## src/sv/rau_pkg.sv

```systemverilog
// rau_pkg: shared widths, codes, states and divider request and response types for the rational unit
package rau_pkg;

    localparam int OPERAND_WIDTH = 16;
    localparam int DEN_WIDTH     = OPERAND_WIDTH - 1;
    localparam int MUL_WIDTH     = OPERAND_WIDTH + 1;
    localparam int PROD_WIDTH    = 2 * MUL_WIDTH;
    localparam int RES_NUM_WIDTH = 2 * OPERAND_WIDTH;
    localparam int RES_DEN_WIDTH = 2 * OPERAND_WIDTH - 2;
    localparam int MAG_WIDTH     = 2 * OPERAND_WIDTH - 1;
    localparam int CNT_WIDTH     = $clog2(MAG_WIDTH);
    localparam int SHIFT_WIDTH   = $clog2(MAG_WIDTH);
    localparam int MUL_STEPS     = 3;
    localparam int IDX_WIDTH     = $clog2(MUL_STEPS);

    typedef enum logic [1:0] {
        FUNC_ADD = 2'd0,
        FUNC_SUB = 2'd1,
        FUNC_MUL = 2'd2,
        FUNC_DIV = 2'd3
    } func_t;

    typedef enum logic [3:0] {
        ST_IDLE,
        ST_MUL,
        ST_FIX,
        ST_GCD,
        ST_QNUM,
        ST_WNUM,
        ST_QDEN,
        ST_WDEN,
        ST_OUT
    } state_t;

    typedef struct packed {
        logic                     start;
        logic [MAG_WIDTH-1:0]     dividend;
        logic [RES_DEN_WIDTH-1:0] divisor;
    } div_req_t;

    typedef struct packed {
        logic                 done;
        logic [MAG_WIDTH-1:0] quotient;
    } div_rsp_t;

endpackage

```

## src/sv/rau_div.sv

```systemverilog
// rau_div: restoring divider, one quotient bit per cycle
module rau_div (
    input  logic             aclk,
    input  logic             aresetn,
    input  rau_pkg::div_req_t req,
    output rau_pkg::div_rsp_t rsp
);

    logic                              busy_reg, busy_next;
    logic                              done_reg, done_next;
    logic [rau_pkg::CNT_WIDTH-1:0]     cnt_reg, cnt_next;
    logic [rau_pkg::RES_DEN_WIDTH-1:0] rem_reg, rem_next;
    logic [rau_pkg::MAG_WIDTH-1:0]     quo_reg, quo_next;
    logic [rau_pkg::RES_DEN_WIDTH-1:0] dsr_reg, dsr_next;

    logic [rau_pkg::MAG_WIDTH-1:0]     trial;
    logic [rau_pkg::MAG_WIDTH-1:0]     diff;
    logic                              ge;

    assign trial = {rem_reg, quo_reg[rau_pkg::MAG_WIDTH-1]};
    assign ge    = trial >= {1'b0, dsr_reg};
    assign diff  = trial - {1'b0, dsr_reg};

    always_comb begin
        busy_next = busy_reg;
        done_next = 1'b0;
        cnt_next  = cnt_reg;
        rem_next  = rem_reg;
        quo_next  = quo_reg;
        dsr_next  = dsr_reg;
        if (req.start) begin
            busy_next = 1'b1;
            cnt_next  = '0;
            rem_next  = '0;
            quo_next  = req.dividend;
            dsr_next  = req.divisor;
        end else if (busy_reg) begin
            rem_next = ge ? diff[rau_pkg::RES_DEN_WIDTH-1:0]
                          : trial[rau_pkg::RES_DEN_WIDTH-1:0];
            quo_next = {quo_reg[rau_pkg::MAG_WIDTH-2:0], ge};
            cnt_next = cnt_reg + 1'b1;
            if (cnt_reg == rau_pkg::CNT_WIDTH'(rau_pkg::MAG_WIDTH - 1)) begin
                busy_next = 1'b0;
                done_next = 1'b1;
            end
        end
    end

    always_ff @(posedge aclk) begin
        if (!aresetn) begin
            busy_reg <= 1'b0;
            done_reg <= 1'b0;
            cnt_reg  <= '0;
        end else begin
            busy_reg <= busy_next;
            done_reg <= done_next;
            cnt_reg  <= cnt_next;
        end
        rem_reg <= rem_next;
        quo_reg <= quo_next;
        dsr_reg <= dsr_next;
    end

    assign rsp.done     = done_reg;
    assign rsp.quotient = quo_reg;

endmodule

```

## src/sv/rational_arithmetic_unit_top.sv

```systemverilog
// rational_arithmetic_unit_top: fraction add/sub/mul/div with gcd reduction
//
//  channel  | handshake          | payload
//  ---------+--------------------+-----------------------------------------------
//  request  | s_valid / s_ready  | s_func, s_a_num, s_a_den, s_b_num, s_b_den
//  result   | m_valid / m_ready  | m_res_num, m_res_den, m_status
//
//  one request at a time; s_ready is high only while the sequencer is idle
//  the three cross products share one 17x17 multiplier, both reductions share one divider
//  bad operands and zero numerators skip straight to the result register
//  result register holds until taken; a stall on m_ready delays the next request
//  aresetn is synchronous and clears the sequencer and m_valid
module rational_arithmetic_unit_top (
    input  logic                                    aclk,
    input  logic                                    aresetn,
    input  logic                                    s_valid,
    output logic                                    s_ready,
    input  logic [1:0]                              s_func,
    input  logic signed [rau_pkg::OPERAND_WIDTH-1:0] s_a_num,
    input  logic [rau_pkg::DEN_WIDTH-1:0]           s_a_den,
    input  logic signed [rau_pkg::OPERAND_WIDTH-1:0] s_b_num,
    input  logic [rau_pkg::DEN_WIDTH-1:0]           s_b_den,
    output logic                                    m_valid,
    input  logic                                    m_ready,
    output logic signed [rau_pkg::RES_NUM_WIDTH-1:0] m_res_num,
    output logic [rau_pkg::RES_DEN_WIDTH-1:0]       m_res_den,
    output logic                                    m_status
);

    rau_pkg::state_t state_reg, state_next;
    rau_pkg::func_t  func_reg, func_next;

    logic signed [rau_pkg::OPERAND_WIDTH-1:0] an_reg, an_next, bn_reg, bn_next;
    logic [rau_pkg::DEN_WIDTH-1:0]            ad_reg, ad_next, bd_reg, bd_next;
    logic [rau_pkg::IDX_WIDTH-1:0]            idx_reg, idx_next;
    logic signed [rau_pkg::RES_NUM_WIDTH-1:0] prod_reg, prod_next;
    logic signed [rau_pkg::RES_NUM_WIDTH-1:0] num_reg, num_next;
    logic signed [rau_pkg::RES_NUM_WIDTH-1:0] den_reg, den_next;
    logic                                     neg_reg, neg_next;
    logic                                     err_reg, err_next;
    logic [rau_pkg::MAG_WIDTH-1:0]            mag_reg, mag_next;
    logic [rau_pkg::RES_DEN_WIDTH-1:0]        dv_reg, dv_next;
    logic [rau_pkg::MAG_WIDTH-1:0]            gx_reg, gx_next, gy_reg, gy_next;
    logic [rau_pkg::SHIFT_WIDTH-1:0]          k_reg, k_next;
    logic [rau_pkg::RES_DEN_WIDTH-1:0]        g_reg, g_next;

    logic                                     m_valid_reg, m_valid_next;
    logic signed [rau_pkg::RES_NUM_WIDTH-1:0] m_num_reg, m_num_next;
    logic [rau_pkg::RES_DEN_WIDTH-1:0]        m_den_reg, m_den_next;
    logic                                     m_status_reg, m_status_next;

    logic                                     in_err;
    logic                                     load_out;
    logic signed [rau_pkg::MUL_WIDTH-1:0]     an_x, ad_x, bn_x, bd_x, mul_a, mul_b;
    logic signed [rau_pkg::PROD_WIDTH-1:0]    mul_full;
    logic signed [rau_pkg::RES_NUM_WIDTH-1:0] fin_den_raw, fin_num, fin_den;
    logic                                     flip, fin_neg;
    logic [rau_pkg::RES_NUM_WIDTH-1:0]        fin_abs;
    logic                                     gcd_eq, gcd_gt;
    logic [rau_pkg::MAG_WIDTH-1:0]            sub_a, sub_b, sub_d, g_wide;
    logic [rau_pkg::RES_NUM_WIDTH-1:0]        out_mag;

    rau_pkg::div_req_t div_req;
    rau_pkg::div_rsp_t div_rsp;

    rau_div u_div (
        .aclk    (aclk),
        .aresetn (aresetn),
        .req     (div_req),
        .rsp     (div_rsp)
    );

    assign in_err = (s_a_den == '0) || (s_b_den == '0) ||
                    ((rau_pkg::func_t'(s_func) == rau_pkg::FUNC_DIV) && (s_b_num == '0));

    // shared multiplier operands
    assign an_x = {an_reg[rau_pkg::OPERAND_WIDTH-1], an_reg};
    assign bn_x = {bn_reg[rau_pkg::OPERAND_WIDTH-1], bn_reg};
    assign ad_x = {2'b00, ad_reg};
    assign bd_x = {2'b00, bd_reg};

    always_comb begin
        case (idx_reg)
            rau_pkg::IDX_WIDTH'(0): begin
                mul_a = an_x;
                mul_b = (func_reg == rau_pkg::FUNC_MUL) ? bn_x : bd_x;
            end
            rau_pkg::IDX_WIDTH'(1): begin
                mul_a = ad_x;
                mul_b = (func_reg == rau_pkg::FUNC_MUL) ? bd_x : bn_x;
            end
            default: begin
                mul_a = ad_x;
                mul_b = bd_x;
            end
        endcase
    end

    assign mul_full = mul_a * mul_b;

    // sign fix-up and magnitude
    assign fin_den_raw = ((func_reg == rau_pkg::FUNC_ADD) || (func_reg == rau_pkg::FUNC_SUB))
                         ? prod_reg : den_reg;
    assign flip    = fin_den_raw < 0;
    assign fin_num = flip ? -num_reg : num_reg;
    assign fin_den = flip ? -fin_den_raw : fin_den_raw;
    assign fin_neg = fin_num < 0;
    assign fin_abs = fin_neg ? -fin_num : fin_num;

    // binary gcd step
    assign gcd_eq = gx_reg == gy_reg;
    assign gcd_gt = gx_reg > gy_reg;
    assign sub_a  = gcd_gt ? gx_reg : gy_reg;
    assign sub_b  = gcd_gt ? gy_reg : gx_reg;
    assign sub_d  = sub_a - sub_b;
    assign g_wide = gx_reg << k_reg;

    assign out_mag = {1'b0, mag_reg};

    // next state
    always_comb begin
        state_next = state_reg;
        case (state_reg)
            rau_pkg::ST_IDLE: begin
                if (s_valid) begin
                    state_next = in_err ? rau_pkg::ST_OUT : rau_pkg::ST_MUL;
                end
            end
            rau_pkg::ST_MUL: begin
                if (idx_reg == rau_pkg::IDX_WIDTH'(rau_pkg::MUL_STEPS - 1)) begin
                    state_next = rau_pkg::ST_FIX;
                end
            end
            rau_pkg::ST_FIX: begin
                state_next = (fin_num == '0) ? rau_pkg::ST_OUT : rau_pkg::ST_GCD;
            end
            rau_pkg::ST_GCD: begin
                if (gcd_eq) begin
                    state_next = rau_pkg::ST_QNUM;
                end
            end
            rau_pkg::ST_QNUM: state_next = rau_pkg::ST_WNUM;
            rau_pkg::ST_WNUM: begin
                if (div_rsp.done) begin
                    state_next = rau_pkg::ST_QDEN;
                end
            end
            rau_pkg::ST_QDEN: state_next = rau_pkg::ST_WDEN;
            rau_pkg::ST_WDEN: begin
                if (div_rsp.done) begin
                    state_next = rau_pkg::ST_OUT;
                end
            end
            rau_pkg::ST_OUT: begin
                if (!m_valid_reg || m_ready) begin
                    state_next = rau_pkg::ST_IDLE;
                end
            end
            default: state_next = rau_pkg::ST_IDLE;
        endcase
    end

    // control outputs
    always_comb begin
        s_ready          = 1'b0;
        load_out         = 1'b0;
        div_req.start    = 1'b0;
        div_req.dividend = mag_reg;
        div_req.divisor  = g_reg;
        case (state_reg)
            rau_pkg::ST_IDLE: s_ready = 1'b1;
            rau_pkg::ST_QNUM: div_req.start = 1'b1;
            rau_pkg::ST_QDEN: begin
                div_req.start    = 1'b1;
                div_req.dividend = {1'b0, dv_reg};
            end
            rau_pkg::ST_OUT:  load_out = !m_valid_reg || m_ready;
            default: ;
        endcase
    end

    // datapath
    always_comb begin
        func_next = func_reg;
        an_next   = an_reg;
        bn_next   = bn_reg;
        ad_next   = ad_reg;
        bd_next   = bd_reg;
        idx_next  = idx_reg;
        prod_next = prod_reg;
        num_next  = num_reg;
        den_next  = den_reg;
        neg_next  = neg_reg;
        err_next  = err_reg;
        mag_next  = mag_reg;
        dv_next   = dv_reg;
        gx_next   = gx_reg;
        gy_next   = gy_reg;
        k_next    = k_reg;
        g_next    = g_reg;
        case (state_reg)
            rau_pkg::ST_IDLE: begin
                func_next = rau_pkg::func_t'(s_func);
                an_next   = s_a_num;
                bn_next   = s_b_num;
                ad_next   = s_a_den;
                bd_next   = s_b_den;
                idx_next  = '0;
                neg_next  = 1'b0;
                err_next  = in_err;
                mag_next  = '0;
                dv_next   = rau_pkg::RES_DEN_WIDTH'(1);
            end
            rau_pkg::ST_MUL: begin
                prod_next = mul_full[rau_pkg::RES_NUM_WIDTH-1:0];
                idx_next  = idx_reg + 1'b1;
                case (idx_reg)
                    rau_pkg::IDX_WIDTH'(0): ;
                    rau_pkg::IDX_WIDTH'(1): num_next = prod_reg;
                    default: begin
                        case (func_reg)
                            rau_pkg::FUNC_ADD: num_next = num_reg + prod_reg;
                            rau_pkg::FUNC_SUB: num_next = num_reg - prod_reg;
                            default:           den_next = prod_reg;
                        endcase
                    end
                endcase
            end
            rau_pkg::ST_FIX: begin
                neg_next = fin_neg;
                mag_next = fin_abs[rau_pkg::MAG_WIDTH-1:0];
                dv_next  = (fin_num == '0) ? rau_pkg::RES_DEN_WIDTH'(1)
                                           : fin_den[rau_pkg::RES_DEN_WIDTH-1:0];
                gx_next  = fin_abs[rau_pkg::MAG_WIDTH-1:0];
                gy_next  = {1'b0, fin_den[rau_pkg::RES_DEN_WIDTH-1:0]};
                k_next   = '0;
            end
            rau_pkg::ST_GCD: begin
                if (gcd_eq) begin
                    g_next = g_wide[rau_pkg::RES_DEN_WIDTH-1:0];
                end else if (!gx_reg[0] && !gy_reg[0]) begin
                    gx_next = gx_reg >> 1;
                    gy_next = gy_reg >> 1;
                    k_next  = k_reg + 1'b1;
                end else if (!gx_reg[0]) begin
                    gx_next = gx_reg >> 1;
                end else if (!gy_reg[0]) begin
                    gy_next = gy_reg >> 1;
                end else if (gcd_gt) begin
                    gx_next = sub_d;
                end else begin
                    gy_next = sub_d;
                end
            end
            rau_pkg::ST_WNUM: begin
                if (div_rsp.done) begin
                    mag_next = div_rsp.quotient;
                end
            end
            rau_pkg::ST_WDEN: begin
                if (div_rsp.done) begin
                    dv_next = div_rsp.quotient[rau_pkg::RES_DEN_WIDTH-1:0];
                end
            end
            default: ;
        endcase
    end

    // result register
    always_comb begin
        m_valid_next  = m_valid_reg;
        m_num_next    = m_num_reg;
        m_den_next    = m_den_reg;
        m_status_next = m_status_reg;
        if (load_out) begin
            m_valid_next  = 1'b1;
            m_num_next    = neg_reg ? -$signed(out_mag) : $signed(out_mag);
            m_den_next    = dv_reg;
            m_status_next = err_reg;
        end else if (m_ready) begin
            m_valid_next = 1'b0;
        end
    end

    always_ff @(posedge aclk) begin
        if (!aresetn) begin
            state_reg   <= rau_pkg::ST_IDLE;
            m_valid_reg <= 1'b0;
        end else begin
            state_reg   <= state_next;
            m_valid_reg <= m_valid_next;
        end
        func_reg     <= func_next;
        an_reg       <= an_next;
        bn_reg       <= bn_next;
        ad_reg       <= ad_next;
        bd_reg       <= bd_next;
        idx_reg      <= idx_next;
        prod_reg     <= prod_next;
        num_reg      <= num_next;
        den_reg      <= den_next;
        neg_reg      <= neg_next;
        err_reg      <= err_next;
        mag_reg      <= mag_next;
        dv_reg       <= dv_next;
        gx_reg       <= gx_next;
        gy_reg       <= gy_next;
        k_reg        <= k_next;
        g_reg        <= g_next;
        m_num_reg    <= m_num_next;
        m_den_reg    <= m_den_next;
        m_status_reg <= m_status_next;
    end

    assign m_valid   = m_valid_reg;
    assign m_res_num = m_num_reg;
    assign m_res_den = m_den_reg;
    assign m_status  = m_status_reg;

endmodule

```

## config.mk

```make
export PLATFORM = sky130hd
export DESIGN_NAME = rational_arithmetic_unit_top
export DESIGN_NICKNAME = d
export VERILOG_FILES = /design/src/sv/rau_pkg.sv /design/src/sv/rau_div.sv /design/src/sv/rational_arithmetic_unit_top.sv
export SDC_FILE = /design/constraint.sdc
export NUM_CORES = 2
export LEC_CHECK = 0
export CORE_AREA = 10 10 320 322
export DETAILED_ROUTE_END_ITERATION = 10
export DIE_AREA = 0 0 330 332
export DONT_BUFFER_PORTS = 1
export HOLD_SLACK_MARGIN = 0.06
export PLACE_DENSITY = 0.64
export SYNTH_ARGS = -nofsm -noshare
export SYNTH_HDL_FRONTEND = slang
export SYNTH_HIERARCHICAL = 1
export SYNTH_SLANG_ARGS = --single-unit
```

## constraint.sdc

```tcl
create_clock -name aclk -period 11.55 [get_ports aclk]
set_input_delay 1.155 -clock aclk [delete_from_list [all_inputs] [get_ports aclk]]
set_output_delay 1.155 -clock aclk [all_outputs]
set_load 0.03 [all_outputs]
```

==> results.yml <==
cells_and_area:
  layout.nets: 4494
  drive_gt1_share_pct: 8.20
  area_growth_pct: 8.05
  seqCellArea_um2: 14200
  nFillCells: 8994
  multiInputGateArea_um2: 23400
timing:
  setup_tns_ns: 0
  rsz0062_at_grt: "false"
  fin_hold_ws_ns: 0.412
  clock.fmax_mhz: 103
  final_hold_viol_count: 0
  final.period_utilization_pct: 84.2
  tightest_slew_ns: 1.22
  min_period_ns: 9.73
  final-max-slew-violation-count: 0
  clock_skew_ns: 0.0572
  setup_viol: 0
  fin_ws_ns: 1.82
  slew_headroom_pct: 18.6
cts:
  cts_made_buffers: 57
  cts_setup_buffers: 0
  clk_pin_slew_worst_paths_ns: 0.06
  h-tree-depth: 2
  root_buffer: "clkbuf_16"
  clkLatencyLatePin_ns: 0.67
  cts-hold-fix-buffers: 0
  max-clock-path-buffers: 3
  clock_sinks: 487
  cts_tree: "yes"
  ctsResizeCount: 0
routing:
  ant_nets: 0
  vias_per_cell: 5.65
  first_iter_violations: 2736
  routed_wl_um: 109000
  post_drt_wl_per_cell_um: 20.7
  drt_pass1_iterations: 6
  vias: 29900
  drc: 0
place:
  io_buffers: 0
  gp_congestion: 0.953
  dp_slack_ns: 1.96
  place_hpwl_um: 84700
critical_path:
  ff2ff_path_depth: 30
  crit_path_start: "idx_reg[1]"
  startpoint_type: "register"
  cp_data_arrival_time_ns: 10.10
  required_ns: 11.92
  crit_fanout: 34
  r2r_slack_ns: 1.82
  cp-end-kind: "register"
  path_buf_inv: 6
  r2r-start: "idx_reg[1]"
  critPathKind: "reg -> reg"
  crit_path_max_incr_delay_ns: 0.71
  crit_family: "compound AO/OA/AOI/OAI gates"
  r2r_end: "prod_reg[30]"
  critPathSlowestCell: "a22oi_1"
logic_synthesis:
  avgSynthCellArea_um2: 9.90
  yosysSeqAreaShare_pct: 35.5
  syn-cell-area_um2: 40000
  syn_inst: 4036
  async_flop_share_pct: 0
  synth_enable_flop_cells: 445
  yosys_warnings: 6
  synth_ff_type: "edfxtp_1"
  ys_ff_latch: 487
  post_synth_num_cell_types: 115
  syn_nets: 4569
global_route:
  grt_max_degree: 76
  gr-total-overflow: 0
  grt_use_total_pct: 19.6
  grt_pass1_vias: 29700
  grt_pass1_wl_um: 171000
  antenna_found_initial: 5
floorplanning:
  die_h_um: 332
  die_w_um: 330
  rows: 114
  dieArea_um2: 110000
  ioPinCount: 133
  coreArea_um2: 96000
  start_util_pct: 41.6
worst_hold_path:
  min_from: "err_reg"
  hold_class: "reg -> reg"
  holdPathStages: 0
  hold_end: "m_status"
run_status:
  status: "completed"
job:
  maxCapViolations: 0
final cells by class:
cell class              count  area share [%]
clock buffers              66            3.43
clock inverters            42            1.07
inverters                 438            3.81
repair buffers             55           0.956
diodes                      1         0.00579
multi-input cells        2922            54.1
well taps                1276            3.70
flip-flops and latches    487            32.9
stage by stage:
stage | instances | instance area [um^2] | utilization [%]
after floorplan | 4036 | 40000 | -
after global placement | 5178 | 41200 | 43.0
after detailed placement | 5178 | 41200 | 43.0
after CTS | 5286 | 43200 | 45.0
after global routing | 5286 | 43200 | 45.0
final | 5287 | 43200 | 45.0
synthesized netlist by cell type (20+ instances only):
cell type	n	area [um^2]
edfxtp_1	445	13400
inv_1	436	1640
nor2_1	394	1480
nand2_1	391	1470
fa_1	277	5550
a21oi_1	222	1110
ha_1	188	2350
o21ai_0	186	931
xnor2_1	170	1490
clkbuf_1	130	488
xor2_1	93	815
mux2i_1	88	881
mux2_2	84	946
nor3_1	57	285
a22o_1	47	412
a221oi_1	44	385
dfxtp_1	42	841
nor2b_1	42	263
nand2b_1	40	250
nand3_1	39	195
a21o_1	37	278
a31oi_1	35	219
and3_1	33	206
a211oi_1	31	233
or3_1	29	181
a22oi_1	24	180
buf_2	24	120
a311oi_1	21	184
buf_1	21	78.8
nand4_1	21	131
nor4_1	21	131
and2_1	20	125
o31ai_1	20	150
cell usage in the layout (no fill, tap or decap), types with 44 or more instances in the layout:
cell type  Yosys  routed
a21oi_1      222     222
a221oi_1      44      44
a22o_1        47      47
buf_4          3      55
clkbuf_16      0      58
edfxtp_1     445     445
fa_1         277     277
ha_1         188     186
inv_1        436     435
mux2_2        84      84
mux2i_1       88      87
nand2_1      391     391
nor2_1       394     389
nor3_1        57      54
o21ai_0      186     186
xnor2_1      170     170
xor2_1        93      93
cell families after synthesis:
family	Yosys count	synth area share, %
flip-flops	487	35.5
AND/OR/NAND/NOR	1167	13.5
multiplexers	188	5.31
AO/OA/AOI/OAI	838	13.9
XOR/XNOR	264	5.80
adder cells (fa/ha/maj)	465	19.8
buffers and inverters	627	6.17
how the worst max path moves through the flow:
stage | endpoint | slack [ns] | cells after the start
after global routing | prod_reg[30] | 0.97 | 31
after CTS | prod_reg[30] | 1.88 | 30
after global placement | prod_reg[30] | 2.12 | 30
after detailed placement | prod_reg[30] | 1.96 | 30
after floorplan | prod_reg[30] | 3.26 | 31
final | prod_reg[30] | 1.82 | 30
metal layers:
layer	part of all wire [%]	GRT usage, %
met3	7.8	3.47
met5	0	0
met2	45	31.3
met4	3.4	6.97
met1	43	26.4
worst reg2reg max path, delay by kind of cell, from the launching register on:
family	cells	cell delay, ns
compound gates	11	3.43
fa+ha+maj	8	3.24
simple gates	4	1.57
buf+inv	6	0.74
flops	1	0.39
xor+xnor	1	0.09
Power is not shown: default switching activity piles up to over one toggle a cycle in this logic, so the estimate is an artifact.
